<file path="src/hdl/multi_key_short_long_press_classifier_defines.svh">
// ----------------------------------------------------------------------------
// Assertion macros for the key press classifier
// Shared same-cycle and next-cycle implication checks, gated by reset.
// ----------------------------------------------------------------------------
`ifndef MULTI_KEY_SHORT_LONG_PRESS_CLASSIFIER_DEFINES_SVH
`define MULTI_KEY_SHORT_LONG_PRESS_CLASSIFIER_DEFINES_SVH

// same-cycle implication
`define MKSLPC_ASSERT_IMP(lbl, clk, rst, ante, cons) \
   lbl: assert property (@(posedge clk) disable iff (rst) (ante) |-> (cons)) \
      else $error("mkslpc check failed");

// next-cycle implication
`define MKSLPC_ASSERT_NXT(lbl, clk, rst, ante, cons) \
   lbl: assert property (@(posedge clk) disable iff (rst) (ante) |=> (cons)) \
      else $error("mkslpc check failed");

`endif

</file>
<file path="src/hdl/mkslpc_pkg.sv">
// ----------------------------------------------------------------------------
// Key press classifier package
// Key indexes, register indexes, widths and the lane status type.
// ----------------------------------------------------------------------------
package mkslpc_pkg;

   localparam int NUM_KEYS         = 6;
   localparam int KEY_FUNCTION     = 0;
   localparam int KEY_POWER        = 1;
   localparam int FIRST_ADJUST_KEY = 2;

   localparam int TIME_WIDTH_DEF = 16;
   localparam int NOW_W          = 16;
   localparam int THRESH_W       = 16;
   localparam int EVENT_W        = 4;
   localparam int CSR_INDEX_W    = 2;

   localparam logic [CSR_INDEX_W-1:0] CSR_SHORT_TICKS     = 2'd0;
   localparam logic [CSR_INDEX_W-1:0] CSR_FUNC_LONG_TICKS = 2'd1;
   localparam logic [CSR_INDEX_W-1:0] CSR_PWR_LONG_TICKS  = 2'd2;
   localparam logic [CSR_INDEX_W-1:0] CSR_ADJ_LONG_TICKS  = 2'd3;

   localparam logic [THRESH_W-1:0] SHORT_TICKS_RST     = 16'd10;
   localparam logic [THRESH_W-1:0] FUNC_LONG_TICKS_RST = 16'd600;
   localparam logic [THRESH_W-1:0] PWR_LONG_TICKS_RST  = 16'd400;
   localparam logic [THRESH_W-1:0] ADJ_LONG_TICKS_RST  = 16'd80;

   localparam logic [EVENT_W-1:0] EVENT_NONE = 4'd0;

   // what one lane reports for the item on its inputs
   typedef struct packed {
      logic release_hit;  // power key let go after short, never long
      logic press_hit;    // threshold crossed on this sample, not for power's short
      logic press_long;   // the crossing was the long one
      logic long_held;    // key currently held past long
   } lane_status_type;

endpackage

</file>
<file path="src/hdl/mkslpc_lane.sv">
// ----------------------------------------------------------------------------
// Key press classifier lane
// Press tracking for one key: start time, held, short and long flags.
// ----------------------------------------------------------------------------
`include "multi_key_short_long_press_classifier_defines.svh"

module mkslpc_lane #(
   parameter int TIME_WIDTH = mkslpc_pkg::TIME_WIDTH_DEF,
   parameter int KEY_INDEX  = 0
) (
   input  logic                            clock,
   input  logic                            reset,
   input  logic                            scan_en,
   input  logic                            pin_level,
   input  logic [TIME_WIDTH-1:0]           now,
   input  logic [mkslpc_pkg::THRESH_W-1:0] short_ticks,
   input  logic [mkslpc_pkg::THRESH_W-1:0] long_ticks,
   output mkslpc_pkg::lane_status_type     status
);

   localparam int CMP_W = (TIME_WIDTH > mkslpc_pkg::THRESH_W) ?
                          TIME_WIDTH : mkslpc_pkg::THRESH_W;
   localparam bit IS_POWER = (KEY_INDEX == mkslpc_pkg::KEY_POWER);

   logic [TIME_WIDTH-1:0] start_ff, start_in;
   logic                  held_ff, held_in;
   logic                  short_ff, short_in;
   logic                  long_ff, long_in;
   logic [TIME_WIDTH-1:0] elapsed;
   logic                  over_short, over_long;

   assign elapsed    = now - start_ff;
   assign over_short = CMP_W'(elapsed) > CMP_W'(short_ticks);
   assign over_long  = CMP_W'(elapsed) > CMP_W'(long_ticks);

   always_comb begin
      start_in = start_ff;
      held_in  = held_ff;
      short_in = short_ff;
      long_in  = long_ff;
      status   = '0;
      status.long_held = long_ff;
      if (pin_level) begin
         if (held_ff) begin
            status.release_hit = IS_POWER && short_ff && !long_ff;
            held_in  = 1'b0;
            short_in = 1'b0;
            long_in  = 1'b0;
         end
      end else if (!held_ff) begin
         start_in = now;
         held_in  = 1'b1;
         short_in = 1'b0;
         long_in  = 1'b0;
      end else if (!short_ff) begin
         if (over_short) begin
            short_in = 1'b1;
            // power reports its short press on release instead
            status.press_hit = !IS_POWER;
         end
      end else if (!long_ff) begin
         if (over_long) begin
            long_in = 1'b1;
            status.press_hit  = 1'b1;
            status.press_long = 1'b1;
         end
      end
   end

   always_ff @(posedge clock) begin
      if (scan_en) begin
         start_ff <= start_in;
      end
   end

   always_ff @(posedge clock) begin
      if (reset) begin
         held_ff  <= 1'b0;
         short_ff <= 1'b0;
         long_ff  <= 1'b0;
      end else if (scan_en) begin
         held_ff  <= held_in;
         short_ff <= short_in;
         long_ff  <= long_in;
      end
   end

   `MKSLPC_ASSERT_IMP(a_short_needs_held, clock, reset, short_ff, held_ff)
   `MKSLPC_ASSERT_IMP(a_long_needs_short, clock, reset, long_ff, short_ff)
   `MKSLPC_ASSERT_NXT(a_start_captured, clock, reset,
      scan_en && !pin_level && !held_ff, held_ff && start_ff == $past(now))

endmodule

</file>
<file path="src/hdl/mkslpc_merge.sv">
// ----------------------------------------------------------------------------
// Key press classifier merge
// Combines lane reports into one event code and holds it for the output.
// ----------------------------------------------------------------------------
`include "multi_key_short_long_press_classifier_defines.svh"

module mkslpc_merge (
   input  logic                              clock,
   input  logic                              reset,
   input  logic                              req_valid,
   output logic                              req_ready,
   input  logic                              req_func,
   input  mkslpc_pkg::lane_status_type       lane_status [mkslpc_pkg::NUM_KEYS],
   output logic                              rsp_valid,
   input  logic                              rsp_ready,
   output logic [mkslpc_pkg::EVENT_W-1:0]    rsp_key_event
);

   logic                             rsp_valid_ff, rsp_valid_in;
   logic [mkslpc_pkg::EVENT_W-1:0]   event_ff, event_in;
   logic                             accept;
   logic                             any_long;

   assign req_ready     = !rsp_valid_ff || rsp_ready;
   assign accept        = req_valid && req_ready;
   assign rsp_valid     = rsp_valid_ff;
   assign rsp_key_event = event_ff;

   always_comb begin
      event_in = mkslpc_pkg::EVENT_NONE;
      any_long = 1'b0;
      if (req_func) begin
         // repeat tick: highest adjust key held long wins
         for (int k = mkslpc_pkg::FIRST_ADJUST_KEY; k < mkslpc_pkg::NUM_KEYS; k++) begin
            if (lane_status[k].long_held) begin
               event_in = mkslpc_pkg::EVENT_W'(2 * k + 1);
               any_long = 1'b1;
            end
         end
      end else begin
         // releases come first, presses after, later write wins
         for (int k = 0; k < mkslpc_pkg::NUM_KEYS; k++) begin
            if (lane_status[k].release_hit) begin
               event_in = mkslpc_pkg::EVENT_W'(2 * k + 1);
            end
         end
         for (int k = 0; k < mkslpc_pkg::NUM_KEYS; k++) begin
            if (lane_status[k].press_hit) begin
               event_in = mkslpc_pkg::EVENT_W'(2 * k + 1 + int'(lane_status[k].press_long));
            end
         end
      end
   end

   always_comb begin
      rsp_valid_in = rsp_valid_ff;
      if (accept) begin
         rsp_valid_in = 1'b1;
      end else if (rsp_ready) begin
         rsp_valid_in = 1'b0;
      end
   end

   always_ff @(posedge clock) begin
      if (reset) begin
         rsp_valid_ff <= 1'b0;
      end else begin
         rsp_valid_ff <= rsp_valid_in;
      end
   end

   always_ff @(posedge clock) begin
      if (accept) begin
         event_ff <= event_in;
      end
   end

   `MKSLPC_ASSERT_NXT(a_accept_gives_rsp, clock, reset, accept, rsp_valid_ff)
   `MKSLPC_ASSERT_IMP(a_event_range, clock, reset, rsp_valid_ff, event_ff <= 4'd12)
   `MKSLPC_ASSERT_NXT(a_idle_repeat_quiet, clock, reset,
      accept && req_func && !any_long, event_ff == mkslpc_pkg::EVENT_NONE)

endmodule

</file>
<file path="src/hdl/multi_key_short_long_press_classifier.sv">
// A result is registered and valid in the cycle after its item is accepted.
// One item per cycle is taken while the output register is free or its result is taken.
// The output register frees itself in the cycle its result is taken.
// Reset clears key flags and output valid, and loads the default thresholds.
// ----------------------------------------------------------------------------
// Multi-key short/long press classifier
// Six key lanes track presses in parallel; a merge stage picks the event.
// ----------------------------------------------------------------------------
module multi_key_short_long_press_classifier #(
   parameter int TIME_WIDTH = mkslpc_pkg::TIME_WIDTH_DEF
) (
   input  logic                               clock,
   input  logic                               reset,
   input  logic                               req_valid,
   output logic                               req_ready,
   input  logic                               req_func,
   input  logic [mkslpc_pkg::NUM_KEYS-1:0]    req_pin_levels,
   input  logic [mkslpc_pkg::NOW_W-1:0]       req_now_ticks,
   output logic                               rsp_valid,
   input  logic                               rsp_ready,
   output logic [mkslpc_pkg::EVENT_W-1:0]     rsp_key_event,
   input  logic                               csr_valid,
   output logic                               csr_ready,
   input  logic [mkslpc_pkg::CSR_INDEX_W-1:0] csr_index,
   input  logic [mkslpc_pkg::THRESH_W-1:0]    csr_wdata
);

   logic [mkslpc_pkg::THRESH_W-1:0] short_ticks_ff;
   logic [mkslpc_pkg::THRESH_W-1:0] func_long_ff;
   logic [mkslpc_pkg::THRESH_W-1:0] pwr_long_ff;
   logic [mkslpc_pkg::THRESH_W-1:0] adj_long_ff;
   logic                            scan_en;
   logic [TIME_WIDTH-1:0]           now;
   mkslpc_pkg::lane_status_type     lane_status [mkslpc_pkg::NUM_KEYS];

   assign csr_ready = 1'b1;
   assign scan_en   = req_valid && req_ready && !req_func;
   assign now       = TIME_WIDTH'(req_now_ticks);

   always_ff @(posedge clock) begin
      if (reset) begin
         short_ticks_ff <= mkslpc_pkg::SHORT_TICKS_RST;
         func_long_ff   <= mkslpc_pkg::FUNC_LONG_TICKS_RST;
         pwr_long_ff    <= mkslpc_pkg::PWR_LONG_TICKS_RST;
         adj_long_ff    <= mkslpc_pkg::ADJ_LONG_TICKS_RST;
      end else if (csr_valid) begin
         unique case (csr_index)
            mkslpc_pkg::CSR_SHORT_TICKS:     short_ticks_ff <= csr_wdata;
            mkslpc_pkg::CSR_FUNC_LONG_TICKS: func_long_ff   <= csr_wdata;
            mkslpc_pkg::CSR_PWR_LONG_TICKS:  pwr_long_ff    <= csr_wdata;
            mkslpc_pkg::CSR_ADJ_LONG_TICKS:  adj_long_ff    <= csr_wdata;
            default: ;
         endcase
      end
   end

   for (genvar k = 0; k < mkslpc_pkg::NUM_KEYS; k++) begin : g_lane
      logic [mkslpc_pkg::THRESH_W-1:0] long_ticks;

      if (k == mkslpc_pkg::KEY_FUNCTION) begin : g_func
         assign long_ticks = func_long_ff;
      end else if (k == mkslpc_pkg::KEY_POWER) begin : g_pwr
         assign long_ticks = pwr_long_ff;
      end else begin : g_adj
         assign long_ticks = adj_long_ff;
      end

      mkslpc_lane #(
         .TIME_WIDTH (TIME_WIDTH),
         .KEY_INDEX  (k)
      ) u_lane (
         .clock       (clock),
         .reset       (reset),
         .scan_en     (scan_en),
         .pin_level   (req_pin_levels[k]),
         .now         (now),
         .short_ticks (short_ticks_ff),
         .long_ticks  (long_ticks),
         .status      (lane_status[k])
      );
   end

   mkslpc_merge u_merge (
      .clock         (clock),
      .reset         (reset),
      .req_valid     (req_valid),
      .req_ready     (req_ready),
      .req_func      (req_func),
      .lane_status   (lane_status),
      .rsp_valid     (rsp_valid),
      .rsp_ready     (rsp_ready),
      .rsp_key_event (rsp_key_event)
   );

endmodule

</file>
<file path="config.mk">
export PLATFORM = sky130hd
export DESIGN_NAME = multi_key_short_long_press_classifier
export DESIGN_NICKNAME = d
export VERILOG_FILES = /design/src/hdl/mkslpc_pkg.sv /design/src/hdl/mkslpc_lane.sv /design/src/hdl/mkslpc_merge.sv /design/src/hdl/multi_key_short_long_press_classifier.sv
export VERILOG_INCLUDE_DIRS = /design/src /design/src/hdl
export SDC_FILE = /design/constraint.sdc
export NUM_CORES = 1
export LEC_CHECK = 0
export ABC_AREA = 1
export BUFFER_PORTS_ARGS = -buffer_cell sky130_fd_sc_hd__buf_4
export CORE_ASPECT_RATIO = 1.1
export CORE_UTILIZATION = 60
export CTS_CLUSTER_SIZE = 10
export DETAILED_ROUTE_END_ITERATION = 6
export PLACE_DENSITY = 0.77
export SLEW_MARGIN = 30
export SYNTH_ARGS = -nofsm -noshare
export SYNTH_HDL_FRONTEND = slang
export SYNTH_SLANG_ARGS = --single-unit
</file>
<file path="constraint.sdc">
create_clock -name clock -period 8.7 [get_ports clock]
set_input_delay 0.87 -clock clock [delete_from_list [all_inputs] [get_ports clock]]
set_output_delay 0.87 -clock clock [all_outputs]
set_load 0.005 [all_outputs]
</file>
==> results of run 1 <==
## how the worst min path moves through the flow
stage               slack, ns                                   from                               endpoint  cells past startpoint
CTS                      0.47          func_long_ff[13]$_SDFFE_PP0P_          func_long_ff[13]$_SDFFE_PP0P_                      2
finish                   0.46          func_long_ff[12]$_SDFFE_PP0P_          func_long_ff[12]$_SDFFE_PP0P_                      2
detailed placement       0.45  g_lane[1].u_lane.long_ff$_SDFFE_PP0P_  g_lane[1].u_lane.long_ff$_SDFFE_PP0P_                      2
floorplan                0.44          func_long_ff[10]$_SDFFE_PP0P_          func_long_ff[10]$_SDFFE_PP0P_                      2
global placement         0.45  g_lane[1].u_lane.long_ff$_SDFFE_PP0P_  g_lane[1].u_lane.long_ff$_SDFFE_PP0P_                      2
global route             0.48           func_long_ff[1]$_SDFFE_PP0P_           func_long_ff[1]$_SDFFE_PP0P_                      2
## where the power goes
part           internal, mW  switching [mW]  total (mW)  leakage, nW
clock                 0.387           0.400       0.786        0.287
combinational         0.324           0.533       0.856         6.00
sequential            0.946          0.0113       0.957         1.60
total                  1.66           0.944        2.60         7.89
## kinds of logic (layout without fill, tap and decap cells)
family                     count (synthesis)  in the layout
AOI/OAI and AO/OA                        446            446
and+or+nand+nor                          538            538
adders and majority gates                288            288
other                                      1              1
buffers and inverters                    348            418
xor gates and xnor gates                  88             88
DFF                                      183            183
## synth_stat cells (18+ instances only)
| cell type | instances | share of area |
|---|---|---|
| o21ai_0 | 110 | 0.036 |
| nor2_1 | 100 | 0.025 |
| xnor2_1 | 25 | 0.014 |
| xor2_1 | 63 | 0.036 |
| inv_1 | 327 | 0.081 |
| a21oi_1 | 232 | 0.076 |
| ha_1 | 282 | 0.23 |
| nor3_1 | 18 | 0.0059 |
| nand4_1 | 29 | 0.012 |
| nand2_1 | 315 | 0.078 |
| nand3_1 | 54 | 0.018 |
| edfxtp_1 | 100 | 0.20 |
| dfxtp_1 | 83 | 0.11 |
## final cells by class
type	count	area, µm²	share of cell area
Tap cell	310	388	0.0234
Sequential cell	183	4660	0.282
Clock inverter	14	148	0.00892
Timing Repair Buffer	58	435	0.0263
Clock buffer	18	429	0.0259
Inverter	328	1230	0.0744
Multi-Input combinational cell	1361	9250	0.559
## per-layer routing
metal / up-vias / GRT usage / routed length (µm)
met2: 333 / 0.577 / 20000
met1: 6071 / 0.369 / 16800
met3: 94 / 0.0353 / 1600
met4: 0 / 0.150 / 1970
li1: 6533 / - / -
met5: - / 0 / 0
## state kept, by name, summed over array words and instances, names as in the netlist
signal and cells:
g_lane.u_lane.start_ff 96, adj_long_ff 16, func_long_ff 16, g_lane.long_ticks 16, short_ticks_ff 16, g_lane.u_lane.held_ff 6, g_lane.u_lane.long_ff 6, g_lane.u_lane.short_ff 6
u_merge.rsp_key_event 4, u_merge.rsp_valid 1
## worst max-delay path: cells and delay by family
kind | cells | cell delay [ns]
buffers and inverters | 5 | 0.56
adders and majority gates | 3 | 0.78
xor gates and xnor gates | 1 | 0.24
and+or+nand+nor | 21 | 2.04
AOI/OAI and AO/OA | 3 | 0.40
==> results.md, run 1 <==
* Status: finished, final reports clean
* Critical path endpoint category: flip-flop
* GRT Total Usage at 0.316
* Gp weighted congestion at 0.965
* Clk_lat worst skew at 0.46 ns
* DR vias/cell at 5.74
* Relative slew slack at 0.390
* Post-Route Utilization at 0.670
* Mux contribution to synthesized area at 0
* Pwr per Cell Area at 157 mW/mm²
* Num CTS Buffers at 17
* Tcrit/Tclk final at 0.539
* Maximum vdd drop at ~120 µV
* Max clock buf depth at 2
* Setup CP Type: in -> reg
* CP Capture Point: u_merge.rsp_key_event[0]$_DFFE_PP_
* Largest net degree at the start of global routing at 67
* Iteration-0 DRC Markers at 934
* R2r setup slk at 4.51 ns
* IO Count at 53
* CTS tree: done
* Core box area at 0.0247 mm²
* WL per Instance at 17.8 µm
* Leak pwr at between 7 and 8 nW
* Post-synth ARST share at 0
* Share of layout cells above drive strength 1 at 0.0703
* FF-to-FF path depth at 31
* Final Instance Area at 0.0165 mm²
* Global route total overflow at 0
* Initial antenna violation count at 0
* Slowest-stage cell, CP: fa_1
* Final TNS setup at 0 ns
* N_diodes at 0
* Remaining DRCs at 0
* Chip width at between 150 and 200 µm
* Drt pass-1 iters at 5
* Xor/xnor cell area share of the yosys netlist at 0.0506
* Placed Cells at approximately 2,200
* Area grow syn2layout at 8.67%
* Cts repair resizes at 0
* Dpl hpwl at 32.2 mm
* Largest stage delay, worst path at approximately 0.4 ns
* Mapped Area at 0.0152 mm²
* Worst-Margin Slew at 0.914 ns
* Cell Area, Placed at 0.0160 mm²
* Hold Worst Slack at ~0.46 ns
* Number of cell rows at 60
* CP startpoint: req_now_ticks[0]
* Post-DRT Antenna Nets at 0
* Period minus WS final at 4.69 ns
* Setup crit start kind: primary input
* F_max at 0.213 GHz
* Final wirelength at 40.4 mm
* First-pass GRT wire length at 63.1 mm
* Main combinational cell family by area after synthesis: adder cells
* Starting density of the core at 0.617
* Setup bufs post-CTS at 0
* Max Fanout on Critical Path at 7
* RSZ-0062 raised after global routing: false
* Hold Violations, Final at 0
* IO buf count at 51
* Commonest non-fill, non-tap cell in the layout: inv_1
* Worst-path clk slew at 0.07 ns
* Clock tree sinks at 183
* Layout Cells excl Fill at about 2,300
* Syn_nets at approximately 2,200
* Critical Path RT at 8.91 ns
* Total Power at 2.60 mW
* Via Count at 13,000
* Final number of max-transition violations at 0
* Yosys reg bits at approximately 180
* Layout net count at 2,283
* Most frequent cells in the layout: 327 x inv_1, 315 x nand2_1, 282 x ha_1, 232 x a21oi_1, 110 x o21ai_0
* Crit-path most repeated cell: nand2_1
* Most used DFF post-synth: edfxtp_1
* Hold buffers post-CTS at 0
* Synth Area in Simple Gates at 0.149
* RR Startpoint: g_lane[4].u_lane.start_ff[0]$_DFFE_PP_
* Filler cells at 2,093
* Maxcap violations at 0
* Die height at 169 µm
* Final Setup Violations at 0
* Vias in the first global route at around 12,000
* Reg2Reg Capture Point: u_merge.rsp_key_event[0]$_DFFE_PP_
* Die area at between 0.02 and 0.03 mm²
* Setup skew after layout at 0.0238 ns
* Synth warnings at 0
* Post-synthesis compound-gate area fraction at 0.168
* Setup Slack @ Placement at around 3.6 ns
* Min setup slack post-route at between 4 and 5 ns
* Average size of a mapped cell at 8.05 µm²
* Seq/Total Area, Yosys at 0.306
* Worst hold path class: reg -> reg
* Post-synth EDFFs at 100
* Syn Inst Count at 1,892
* Worst endpoint data arrival time at 4.89 ns
* H-tree lvl count at 4
* Synth Area in Adders at 0.240
* Distinct cells, synth at 46
* Clock Root Buffer: clkbuf_16
Power figures use the tool's default switching activity.
==> run 2: changes to the inputs <==
--- a/config.mk
+++ b/config.mk
@@ -6,13 +6,13 @@
 export SDC_FILE = /design/constraint.sdc
 export NUM_CORES = 1
 export LEC_CHECK = 0
-export ABC_AREA = 1
+export ABC_AREA = 0
 export BUFFER_PORTS_ARGS = -buffer_cell sky130_fd_sc_hd__buf_4
 export CORE_ASPECT_RATIO = 1.1
-export CORE_UTILIZATION = 60
+export CORE_UTILIZATION = 58
 export CTS_CLUSTER_SIZE = 10
 export DETAILED_ROUTE_END_ITERATION = 6
-export PLACE_DENSITY = 0.77
+export PLACE_DENSITY = 0.78
 export SLEW_MARGIN = 30
 export SYNTH_ARGS = -nofsm -noshare
 export SYNTH_HDL_FRONTEND = slang
==> constraint.sdc (replaced) <==
create_clock -name clock -period 3.95 [get_ports clock]
set_input_delay 0.395 -clock clock [delete_from_list [all_inputs] [get_ports clock]]
set_output_delay 0.395 -clock clock [all_outputs]
set_load 0.005 [all_outputs]
==> run 2 against run 1 <==
  * The flow now finishes with violations (setup timing)
  * Critical path type is now reg -> reg
  * Sequential cell count stayed put
  * Highest routed layer unchanged
  * First-iteration DRC count grew 19%
  * Die area increased by 2.0%
  * Final area grew 17%
  * Sequential share of layout area is 4.0 points lower
  * Area after synthesis shrank 1.3%
  * Core utilization increased by 9.1 points
  * Via count grew 9.8%
  * Wire length increased by 21%
==> results.md, run 2 <==
* Status: complete, but fails checks
* Failing checks: setup timing
* RR Startpoint: g_lane[2].u_lane.start_ff[0]$_DFFE_PP_
* Core box area at 0.0253 mm² (+2.6%)
* Pwr per Cell Area at 322 mW/mm² (+110%)
* Min-delay src: req_pin_levels[5]
* Drt pass-1 iters at 6 (+1)
* Share of layout cells above drive strength 1 at 0.250 (+0.180)
* IO Count at 53 (unchanged)
* Worst endpoint data arrival time at 4.65 ns (-0.24 ns)
* Setup crit start kind: flip-flop
* Post-synth EDFFs at 100 (unchanged)
* Setup Slack @ Placement at -0.756 ns (-4.35 ns)
* Num CTS Buffers at 17 (unchanged)
* Largest register by flop count: g_lane.u_lane.start_ff
* Critical path endpoint category: flip-flop
* Starting density of the core at 0.593 (-0.0237)
* Hold Worst Slack at 0.132 ns (-0.333 ns)
* Maxcap violations at 0 (unchanged)
* N_diodes at 0 (unchanged)
* Reg2Reg Capture Point: u_merge.rsp_key_event[1]$_DFFE_PP_
* GRT Total Usage at 0.356 (+0.0398)
* First-pass GRT wire length at 70.9 mm (+12%)
* Min setup slack post-route at -0.379 ns (-4.39 ns)
* Final wirelength at 48.7 mm (+21%)
* Max Fanout on Critical Path at 3 (-4)
* Post-synth ARST share at 0 (unchanged)
* Relative slew slack at 0.409 (+0.0191)
* Tcrit/Tclk final at 1.10
* Syn_nets at 2,044 (-8.2%)
* Largest net degree at the start of global routing at 84 (+25%)
* Layout net count at 2,358 (+3.3%)
* Synth warnings at 0 (unchanged)
* RSZ-0062 raised after global routing: true
* H-tree lvl count at 4 (unchanged)
* Share of the synthesized area in the top cell type at 0.235 (+0.00316)
* Maximum vdd drop at 300 µV (+150%)
* Worst Hold End: g_lane[5].u_lane.held_ff$_SDFFE_PP0P_
* IO buf count at 51 (unchanged)
* CTS tree: done
* Worst path cell trace: ha_4, inv_2, fa_2, a21o_1, a21oi_2, o21a_1, o31ai_2, or3_4, a31o_4, a21oi_4, xnor2_4, ha_4, a21o_1, a221oi_2, nand3_2, nand4_4, nand3_2, o311a_1, o22ai_2
* Chip width at 155 µm (+1.0%)
* Global route total overflow at 0 (unchanged)
* Gp weighted congestion at 0.973 (+0.75%)
* Distinct cells, synth at 77 (+67%)
* Setup skew after layout at 0.0125 ns (-0.0113 ns)
* Worst-Margin Slew at 0.886 ns (-0.0277 ns)
* F_max at 0.231 GHz
* Yosys top cell by area: ha_1
* Most used DFF post-synth: edfxtp_1
* Period minus WS final at 4.33 ns
* Area grow syn2layout at 28.4%
* Hold buffers post-CTS at 0 (unchanged)
* Clock tree sinks at 183 (unchanged)
* Filler cells at 1,825 (-13%)
* Vias in the first global route at 13,800 (+10%)
* Seq/Total Area, Yosys at 0.310 (+0.00418)
* Iteration-0 DRC Markers at 1,112 (+19%)
* Initial antenna violation count at 0 (unchanged)
* Most frequent cells in the layout: 315 x buf_4, 269 x ha_1, 193 x inv_1, 177 x nand2_1, 150 x a21oi_1
* Largest register FFs at 96 (unchanged)
* Hold Violations, Final at 0 (unchanged)
* Hold depth at 2 (unchanged)
* Leak pwr at 8.40 nW (+6.5%)
* Max clock buf depth at 2 (unchanged)
* Average size of a mapped cell at 8.79 µm² (+9.2%)
* Number of cell rows at 61 (+1.7%)
* Final Setup Violations at 7 (+7)
* Total Power at 6.22 mW (+140%)
* Worst hold path class: in -> reg
* Synth top area cells: ha_1 23%, edfxtp_1 20%, dfxtp_1 11%, a21oi_1 5.6%, inv_1 5.0%
* DR vias/cell at 6.01 (+4.7%)
* Final number of max-transition violations at 0 (unchanged)
* Worst-path clk slew at 0.08 ns (about the same)
* Remaining DRCs at 0 (unchanged)
* Yosys reg bits at 183 (unchanged)
* Most frequent cell after synthesis: ha_1
* Syn Inst Count at 1,710 (-9.6%)
* Most instantiated cells after synthesis: 282 x ha_1, 200 x inv_1, 179 x nand2_1
* Die area at 0.0266 mm² (+2.0%)
* Die height at 171 µm (+1.0%)
* Dpl hpwl at 36.0 mm (+12%)
* WL per Instance at 20.4 µm (+15%)
* Critical Path RT at 4.27 ns (-4.64 ns)
* Via Count at 14,300 (+9.8%)
* Commonest non-fill, non-tap cell in the layout: buf_4
* Post-DRT Antenna Nets at 0 (unchanged)
* Largest stage delay, worst path at 0.39 ns (-0.02 ns)
* Clock Root Buffer: clkbuf_16
* R2r setup slk at -0.38 ns (-4.89 ns)
* FF-to-FF path depth at 19 (-39%)
* Setup CP Type: reg -> reg
* Post-Route Utilization at 0.761 (+0.0911)
* Mapped Area at 0.0150 mm² (-1.3%)
* Slowest-stage cell, CP: edfxtp_1
* Clk_lat worst skew at 0.46 ns (about the same)
## run 2: metal layers
layer | routed length [µm] | part of all wire | GRT usage | vias up
li1 | - | - | - | 6802
met1 | 18400 | 0.38 | 0.397 | 6783
met2 | 24100 | 0.50 | 0.631 | 550
met3 | 2940 | 0.060 | 0.0479 | 175
met4 | 3220 | 0.066 | 0.246 | 0
met5 | 0 | 0 | 0 | -
## run 2: kinds of logic (layout without fill, tap and decap cells)
family,after synthesis,in the layout,synth area share
and+or+nand+nor,514,514,0.163
buffers and inverters,226,553,0.0567
DFF,183,183,0.310
adders and majority gates,288,288,0.243
other,1,1,0.000250
AOI/OAI and AO/OA,417,417,0.179
xor gates and xnor gates,81,81,0.0472
## run 2: area by class of cell
class                      instances  area [µm²]  area share
clock buffer                      17         425      0.0221
clock inverter                    15         133     0.00688
inverter                         200         754      0.0391
multi-input combinational       1301       10400       0.541
sequential                       183        4660       0.242
tap                              346         433      0.0224
timing repair buffer             321        2450       0.127
## run 2: worst max-delay path, delay by kind of cell (launching register included)
family	cells	cell delay, ns
buffers and inverters	1	0.04
XOR/XNOR	1	0.20
AO/OA/AOI/OAI	10	1.96
AND/OR/NAND/NOR	4	0.78
adder cells (fa/ha/maj)	3	0.79
flip-flops	1	0.39
## run 2: metrics by stage
step / std cells / TNS [ns] / area (µm²)
after floorplan: 1710 / -0.154 / 15100
after global placement: 2316 / -5.13 / 17700
after detailed placement: 2316 / -6.57 / 17700
after CTS: 2362 / -0.750 / 18600
after global routing: 2383 / -2.64 / 19300
final: 2383 / -1.58 / 19300
## run 2: worst max-delay path by stage
stage | startpoint | to | slack, ns | cells past startpoint
final | g_lane[2].u_lane.start_ff[0]$_DFFE_PP_ | u_merge.rsp_key_event[1]$_DFFE_PP_ | -0.38 | 19
after global routing | g_lane[2].u_lane.start_ff[0]$_DFFE_PP_ | u_merge.rsp_key_event[0]$_DFFE_PP_ | -0.49 | 19
after CTS | g_lane[5].u_lane.start_ff[0]$_DFFE_PP_ | u_merge.rsp_key_event[0]$_DFFE_PP_ | -0.24 | 20
after detailed placement | req_now_ticks[0] | u_merge.rsp_key_event[0]$_DFFE_PP_ | -0.76 | 24
after global placement | req_now_ticks[0] | u_merge.rsp_key_event[1]$_DFFE_PP_ | -0.66 | 24
after floorplan | req_now_ticks[0] | u_merge.rsp_key_event[0]$_DFFE_PP_ | -0.13 | 21
## run 2: timing repair
action                                  CTS  global route
endpoints found under the setup margin    9            15
cloned                                    0             0
pin swaps                                56            76
setup buffers                            16            21
gates resized for setup                  54            91
## run 2: power breakdown
part           switching, mW  internal [mW]  leakage, nW
Sequential            0.0309           2.07         1.59
Clock                  0.876          0.835        0.278
Combinational           1.31           1.10         6.53
==> run 3: changes to the inputs <==
--- a/config.mk
+++ b/config.mk
@@ -12,6 +12,7 @@
 export CORE_UTILIZATION = 58
 export CTS_CLUSTER_SIZE = 10
 export DETAILED_ROUTE_END_ITERATION = 6
+export GPL_TIMING_DRIVEN = 0
 export PLACE_DENSITY = 0.78
 export SLEW_MARGIN = 30
 export SYNTH_ARGS = -nofsm -noshare
==> run 3 against run 2 <==
  * Register-to-register slack lost 0.21 ns
  * Final area decreased by 6.0%
  * Wire length decreased by 3.3%
  * The run still ends with setup timing left
  * Highest routed layer unchanged
  * Clock skew is 0.0082 ns higher
  * Sequential cell count unchanged
  * First-iteration DRC count decreased by 5.6%
  * Hold slack improved by 0.0047 ns
  * Core utilization decreased by 4.6 points
  * Non-clock buffer count fell by 162
==> results.md, run 3 (synthesis gave the netlist of run 2 again) <==
* Worst path cell trace: ha_4, inv_2, fa_2, a21o_1, a21oi_2, o21a_1, o31ai_2, or3_4, a31o_4, a21oi_4, xnor2_2, ha_4, nand4_1, nor4_4, nand2_1, a311o_1, nand3_2, o311a_1, o22ai_2
* Slowest-stage cell, CP: fa_2
* Largest register FFs at 96 (unchanged)
* Maximum vdd drop at 298 µV (-0.77%)
* IO Count at 53 (unchanged)
* Starting density of the core at 0.593 (unchanged)
* CP startpoint: g_lane[2].u_lane.start_ff[0]$_DFFE_PP_
* First-pass GRT wire length at 70.2 mm (-1.0%)
* Commonest non-fill, non-tap cell in the layout: ha_1
* Worst hold path class: in -> reg
* Core box area at 0.0253 mm² (unchanged)
* Setup Slack @ Placement at -1.37 ns (-0.618 ns)
* Layout net count at 2,196 (-6.9%)
* Hold depth at 2 (unchanged)
* Worst Hold End: g_lane[3].u_lane.held_ff$_SDFFE_PP0P_
* GRT Total Usage at 0.350 (-0.00660)
* Dpl hpwl at 33.9 mm (-5.8%)
* Crit-path most repeated cell: ha_4
* Post-DRT Antenna Nets at 0 (unchanged)
* WL per Instance at 21.2 µm (+3.7%)
* R2r setup slk at -0.59 ns (-0.21 ns)
* Worst endpoint data arrival time at 4.74 ns (+0.09 ns)
* Gp weighted congestion at 0.970 (-0.24%)
* Worst-path clk slew at 0.09 ns (about the same)
* Clock tree sinks at 183 (unchanged)
* Status: complete, but fails checks
* Clk_lat worst skew at 0.45 ns (about the same)
* Family with the most delay on the worst path: compound AO/OA/AOI/OAI gates
* Final Setup Violations at 8 (+1)
* Largest register by flop count: g_lane.u_lane.start_ff
* Largest net degree at the start of global routing at 20 (-76%)
* Hold Violations, Final at 0 (unchanged)
* Maxcap violations at 0 (unchanged)
* Global route total overflow at 0 (unchanged)
* Tcrit/Tclk final at 1.15 (+0.0537)
* Number of cell rows at 61 (unchanged)
* Setup crit start kind: flip-flop
* FF-to-FF path depth at 19 (unchanged)
* IO buf count at 50 (-2.0%)
* Max Fanout on Critical Path at 3 (unchanged)
* Reg2Reg Capture Point: u_merge.rsp_key_event[1]$_DFFE_PP_
* RR Startpoint: g_lane[2].u_lane.start_ff[0]$_DFFE_PP_
* Most frequent cells in the layout: 267 x ha_1, 190 x inv_1, 175 x nand2_1, 148 x a21oi_1, 128 x buf_4
* Chip width at 155 µm (unchanged)
* Vias in the first global route at 13,400 (-2.9%)
* Largest stage delay, worst path at 0.39 ns (about the same)
* N_diodes at 0 (unchanged)
* Iteration-0 DRC Markers at 1,050 (-5.6%)
* Multi-input gate area at 0.0105 mm² (+1.1%)
* Hold buffers post-CTS at 0 (unchanged)
* Drt pass-1 iters at 5 (-1)
* Setup skew after layout at 0.0207 ns (+0.00823 ns)
* CTS tree: done
* Critical Path RT at 4.15 ns (-0.12 ns)
* Post-Route Utilization at 0.715 (-0.0460)
* DR vias/cell at 6.26 (+4.3%)
* Area grow syn2layout at 20.6%
* Share of layout cells above drive strength 1 at 0.181 (-0.0685)
* RSZ-0062 raised after global routing: true
* Clock Root Buffer: clkbuf_16
* Filler cells at 1,922 (+5.3%)
* Min-delay src: req_pin_levels[3]
* H-tree lvl count at 4 (unchanged)
* Min setup slack post-route at -0.592 ns (-0.212 ns)
* Failing checks: setup timing
* Worst-Margin Slew at 0.650 ns (-0.236 ns)
* Via Count at 13,900 (-2.8%)
* Final TNS setup at -2.95 ns (-1.37 ns)
* Pwr per Cell Area at 330 mW/mm² (+2.5%)
* Period minus WS final at 4.54 ns (+0.212 ns)
* Final wirelength at 47.1 mm (-3.3%)
* FF/Latch Area at 0.00466 mm² (unchanged)
* Leak pwr at 7.59 nW (-9.6%)
* Hold Worst Slack at 0.137 ns (+0.00466 ns)
* CP bufs+invs at 1 (unchanged)
* Final number of max-transition violations at 0 (unchanged)
* Relative slew slack at 0.566 (+0.157)
* Setup CP Type: reg -> reg
* Initial antenna violation count at 0 (unchanged)
* F_max at 0.220 GHz (-4.7%)
* Num CTS Buffers at 17 (unchanged)
* Die height at 171 µm (unchanged)
* Die area at 0.0266 mm² (unchanged)
* Remaining DRCs at 0 (unchanged)
* Max clock buf depth at 2 (unchanged)
* Critical path endpoint category: flip-flop
## run 3: changes by cell type in the layout (fill, tap and decap cells not counted), sizes merged
cell    delta
buf      -185
clkbuf    +25
inv        -2
## run 3: per-stage QoR
step / power, mW / cells / instance area (µm²)
6_report: 5.99 / 2221 / 18100
5_1_grt: 6.26 / 2221 / 18100
4_1_cts: 5.75 / 2186 / 17300
3_5_place_dp: 3.92 / 2118 / 16000
3_3_place_gp: 3.84 / 2106 / 15900
2_1_floorplan: 3.38 / 1710 / 15100
## run 3: cell type report
class / count / share of cell area
plain buffers: 26 / 0.00559
clock buffers: 19 / 0.0244
clock inverters: 13 / 0.00732
inverters: 200 / 0.0416
multi-input cells: 1301 / 0.582
flip-flops and latches: 183 / 0.257
well taps: 346 / 0.0239
repair buffers: 133 / 0.0580
## run 3: how the worst max path moves through the flow
stage                                              end  depth (start not counted)  slack [ns]
finish              u_merge.rsp_key_event[1]$_DFFE_PP_                         19       -0.59
floorplan           u_merge.rsp_key_event[0]$_DFFE_PP_                         21       -0.13
global placement    u_merge.rsp_key_event[0]$_DFFE_PP_                         21       -1.32
CTS                 u_merge.rsp_key_event[1]$_DFFE_PP_                         19       -0.38
detailed placement  u_merge.rsp_key_event[0]$_DFFE_PP_                         21       -1.37
global route        u_merge.rsp_key_event[1]$_DFFE_PP_                         21       -0.65
## run 3: report_power, final
| group | internal, mW | total [mW] | leakage, nW | switching (mW) |
|---|---|---|---|---|
| clock | 0.859 | 1.72 | 0.283 | 0.865 |
| combinational | 0.902 | 2.16 | 5.72 | 1.26 |
| sequential | 2.07 | 2.10 | 1.59 | 0.0299 |
| total | 3.83 | 5.99 | 7.59 | 2.15 |
## run 3: repair_timing
| item | 4_1_cts | 5_1_grt |
|---|---|---|
| buffers inserted | 36 | 36 |
| setup endpoints to repair | 15 | 15 |
| pin swaps | 54 | 123 |
| gates resized for setup | 70 | 104 |
## run 3: per-layer routing
layer | track usage | share of wire | routed length [µm] | vias up
li1 | - | - | - | 6481
met1 | 0.419 | 0.38 | 18100 | 6631
met2 | 0.596 | 0.48 | 22500 | 611
met3 | 0.0517 | 0.074 | 3470 | 189
met4 | 0.206 | 0.064 | 2990 | 0
met5 | 0 | 0 | 0 | -
## run 3: worst register-to-register path, stage by stage, from the launching register on
cell,delay [ns]
edfxtp_1,0.38
ha_4,0.15
inv_2,0.04
fa_2,0.39
a21o_1,0.18
a21oi_2,0.17
o21a_1,0.17
o31ai_2,0.09
or3_4,0.37
a31o_4,0.24
a21oi_4,0.13
xnor2_2,0.11
ha_4,0.29
nand4_1,0.26
nor4_4,0.39
nand2_1,0.16
a311o_1,0.39
nand3_2,0.11
o311a_1,0.20
o22ai_2,0.09
